<file path="src/rtl/scf_pkg.sv">
// Shared widths, constants and multiply-accumulate control types.
`default_nettype none
package scf_pkg;
   localparam int COORD_W    = 24;
   localparam int COORD_FRAC = 8;
   localparam int FRAC_W     = 16;
   localparam int MUL_W      = 27;
   localparam int CHUNK_W    = 26;
   localparam int ACC_W      = 104;
   localparam int WIDE_W     = COORD_W + 4;
   localparam int REQ_DATA_W = 184;
   localparam int RSP_DATA_W = 72;

   localparam logic [1:0] SH_0 = 2'd0;
   localparam logic [1:0] SH_1 = 2'd1;
   localparam logic [1:0] SH_2 = 2'd2;

   typedef enum logic [1:0] {
      KIND_SEG  = 2'd0,
      KIND_CAND = 2'd1,
      KIND_FIN  = 2'd2,
      KIND_RSVD = 2'd3
   } kind_type;

   typedef struct packed {
      logic       valid;
      logic       clr;
      logic       neg;
      logic [1:0] sh;
   } mac_ctl_type;

   typedef struct packed {
      mac_ctl_type        ctl;
      logic signed [MUL_W-1:0] a;
      logic signed [MUL_W-1:0] b;
   } mac_op_type;
endpackage
`default_nettype wire

</file>
<file path="src/rtl/scf_mac.sv">
// Shared registered multiplier with shifted add/subtract accumulator.
`default_nettype none
module scf_mac import scf_pkg::*; (
   input  wire logic                    clock,
   input  wire logic                    reset,
   input  wire mac_op_type              op_in,
   output logic signed [ACC_W-1:0]      acc_out
);
   logic signed [2*MUL_W-1:0] prod_ff, prod_in;
   mac_ctl_type               ctl_ff, ctl_in;
   logic signed [ACC_W-1:0]   acc_ff, acc_in, term, shifted, base;

   always_comb begin
      prod_in = op_in.a * op_in.b;
      ctl_in  = op_in.ctl;
      term    = ACC_W'(prod_ff);
      case (ctl_ff.sh)
         SH_0: shifted = term;
         SH_1: shifted = term <<< CHUNK_W;
         SH_2: shifted = term <<< (2 * CHUNK_W);
         default: shifted = term;
      endcase
      base = ctl_ff.clr ? '0 : acc_ff;
      if (ctl_ff.valid) begin
         acc_in = ctl_ff.neg ? base - shifted : base + shifted;
      end else begin
         acc_in = acc_ff;
      end
   end

   always_ff @(posedge clock) begin
      if (reset) begin
         ctl_ff <= '0;
      end else begin
         ctl_ff <= ctl_in;
      end
      prod_ff <= prod_in;
      acc_ff  <= acc_in;
   end

   assign acc_out = acc_ff;
endmodule
`default_nettype wire

</file>
<file path="config.mk">
export PLATFORM = sky130hd
export DESIGN_NAME = scf_mac
export DESIGN_NICKNAME = d
export VERILOG_FILES = /design/src/rtl/scf_pkg.sv /design/src/rtl/scf_mac.sv
export SDC_FILE = /design/constraint.sdc
export NUM_CORES = 2
export LEC_CHECK = 0
export BUFFER_PORTS_ARGS = -buffer_cell sky130_fd_sc_hd__buf_2
export CORE_MARGIN = 8
export CORE_UTILIZATION = 40
export DETAILED_ROUTE_END_ITERATION = 10
export HOLD_SLACK_MARGIN = 0.12
export PLACE_DENSITY = 0.52
export SETUP_SLACK_MARGIN = 0.5
export SYNTH_ARGS = -nofsm -noshare
export SYNTH_HDL_FRONTEND = slang
export SYNTH_SLANG_ARGS = --single-unit
</file>
<file path="constraint.sdc">
create_clock -name clock -period 12.3 [get_ports clock]
set_input_delay 0 -clock clock [delete_from_list [all_inputs] [get_ports clock]]
set_output_delay 0 -clock clock [all_outputs]
set_load 0.05 [all_outputs]
</file>
==> metrics.csv <==
metric;value;unit
synth.mux.area_fraction;0.0475;%
crit_path_end_kind;flop;
arrival;8050;ps
core.rowCount;119;
worstSetupStartpointType;flop;
first_iter_violations;2440;
antenna_found_initial;4;
synth.top_cell.area_share;36.2;%
final_cell_mix;inv_1 (904), fa_1 (762), nand2_1 (632), and2_1 (318), ha_1 (262);
yosys.cell_types.count;96;
yosysTopAreaCell;fa_1;
floorplan.initialDensity;40.2;%
overflow;0;
drv_cap;0;
clk_latency;480;ps
die_area;116000;um^2
syn-cell-area;42200;um^2
postCtsSetupRepairBufs;0;
gr-usage-met2;37.0;%
root_buffer;clkbuf_16;
port_buffers;164;
synth.avg_cell_area;8.52;um^2
vias;33500;
gr-usage-met3;3.01;%
cp_max_fo;85;
avgRoutedWirePerCell;20.9;um
async_reset_ff_share;0;%
cts_tree;yes;
relSlewSlack;26.2;%
areaGrowthSynthToFinish;5.57;%
cts_sinks;163;
cp_top_family;compound AO/OA/AOI/OAI gates;
final_common_cell;inv_1;
drive_above_1_share;5.19;%
multi_input_area;33400;um^2
status;finished clean;
tns;0;ps
synth_top_family_by_area;adder cells;
cts_made_buffers;17;
grt_start_max_net_pins;86;
synth_xor_area_share;4.96;%
synth-compound-area-share;12.2;%
yosysWarnings;0;
crit_slowest_cell;buf_4;
coreArea;105000;um^2
finClkSkew;16.7;ps
ant_nets;0;
clk_pin_slew;80;ps
timing.hold.worst.class;in2reg;
routed_via_density;5.33;
rsz0062_at_grt;false;
htreeDepth;4;
syn_nets;6034;
worst-path-buf-inv;2;
grt_util_met1;31.3;%
num_antenna_cells;0;
fin_nets;5971;
wirelength;131000;um
io_pins;165;
worst_pin_slew;1090;ps
first_pass_iters;8;
route.detailed.drc;0;
final_hold_viol_count;0;
crit_chain;inv_1, ha_4, buf_4, o21ai_0, nor4_1, nand3_1, nor3_1, a31oi_1, xnor2_1, ha_1, a21o_1, a311oi_1, o311ai_0, a2111o_1, a211o_1, a311oi_1, o21ai_1, a31oi_1, o31ai_1, xor2_1;
slowest_delay;740;ps
finalCriticalPeriod;7820;ps
grt_use_total;22.5;%
crit_type;reg2reg;
cts-resized-gates;0;
yosys-top-cells-area;fa_1 (36%), inv_1 (8.0%), ha_1 (7.8%), edfxtp_1 (7.4%), nand2_1 (5.6%);
place.gp.congestion;0.901;
die_y;341;um
grt_busiest_layer;met2;
synth-adder-area-share;44.0;%
grt_pass1_vias;35300;
synth_ff_type;edfxtp_1;
die-width;341;um
regArea;4320;um^2
fmax;128;MHz
dp_hpwl;103000;um
fin_crit_sh;63.6;%
synth-simple-area-share;17.9;%
grt_first_pass_wirelength;207000;um
hold_slack;169;ps
finalSetupViolCount;0;
drv_slew;0;
syn_inst;4947;
synth_edf_count;104;
clockBufferDepth;2;
synth-seq-cells;163;
r2r_slack;4480;ps
seq_area_frac_synth;10.2;%
n_fill_cell;10700;
cp.required;12530;ps
-- Yosys cell counts, types with 76 or more instances --
cell      instances
clkbuf_1        230
xor2_1           81
ha_1            264
o21ai_0         172
inv_1           903
nor2b_1         125
fa_1            762
nor2_1          213
xnor2_1         158
nand2_1         632
and2_1          318
edfxtp_1        104
a21o_1           76
a21oi_1         259
-- worst register-to-register path: cells and delay by family (launching register included) --
| kind | cells | cell delay [ps] |
|---|---|---|
| buf+inv | 2 | 830 |
| xor+xnor | 2 | 510 |
| fa+ha+maj | 2 | 1060 |
| simple gates | 3 | 1220 |
| flops | 1 | 340 |
| compound gates | 11 | 3610 |
-- through the flow --
stage,std cells,setup slack [ps],utilization [%],instance area (um^2)
finish,6288,4480,42.4,44500
global route,6288,4110,42.4,44500
CTS,6288,4620,42.4,44500
detailed placement,6248,4710,41.7,43800
global placement,6248,4610,41.7,43800
floorplan,4947,5670,-,42200
-- final timing paths --
| check | cells past startpoint | from | endpoint |
|---|---|---|---|
| hold reg to reg | 0 | ctl_ff[4]$_SDFF_PP0_ | acc_out[63]$_DFFE_PP_ |
| setup / recovery | 20 | ctl_ff[0]$_SDFF_PP0_ | acc_out[100]$_DFFE_PP_ |
| setup reg to reg | 20 | ctl_ff[0]$_SDFF_PP0_ | acc_out[100]$_DFFE_PP_ |
| hold / removal | 2 | op_in[27] | prod_ff[0]$_DFF_P_ |
-- repair_timing --
item                                    4_1_cts  5_1_grt
hold buffers                                  8        0
endpoints found under the setup margin        0        0
endpoints found under the hold margin         6        0
-- layer usage --
metal  routed length (um)  part of all wire (%)
met4                 3370                   2.6
met2                60300                    46
met1                60700                    46
met5                    0                     0
met3                 7070                   5.4
-- sequential cells by signal, summed over array words and instances (netlist names) --
| register | count |
|---|---|
| acc_out | 104 |
| prod_ff | 54 |
| ctl_ff | 5 |
-- cells by family (layout without fill, tap and decap cells) --
logic type | count (synthesis) | in the layout
multiplexers | 2 | 2
AND/OR/NAND/NOR | 1544 | 1544
adder cells (fa/ha/maj) | 1026 | 1026
AO/OA/AOI/OAI | 803 | 803
XOR/XNOR | 239 | 239
flip-flops | 163 | 163
buffers and inverters | 1170 | 1120
-- cell type report --
cell class                      instances  share of cell area [%]
Multi-Input combinational cell       3614                    75.1
Sequential cell                       163                    9.70
Inverter                              903                    7.62
Tap cell                             1391                    3.91
Timing Repair Buffer                  185                    2.24
Clock buffer                           23                    1.24
Clock inverter                          9                   0.188
Power is not shown: default switching activity piles up to over one toggle a cycle in this logic, so the estimate is an artifact.
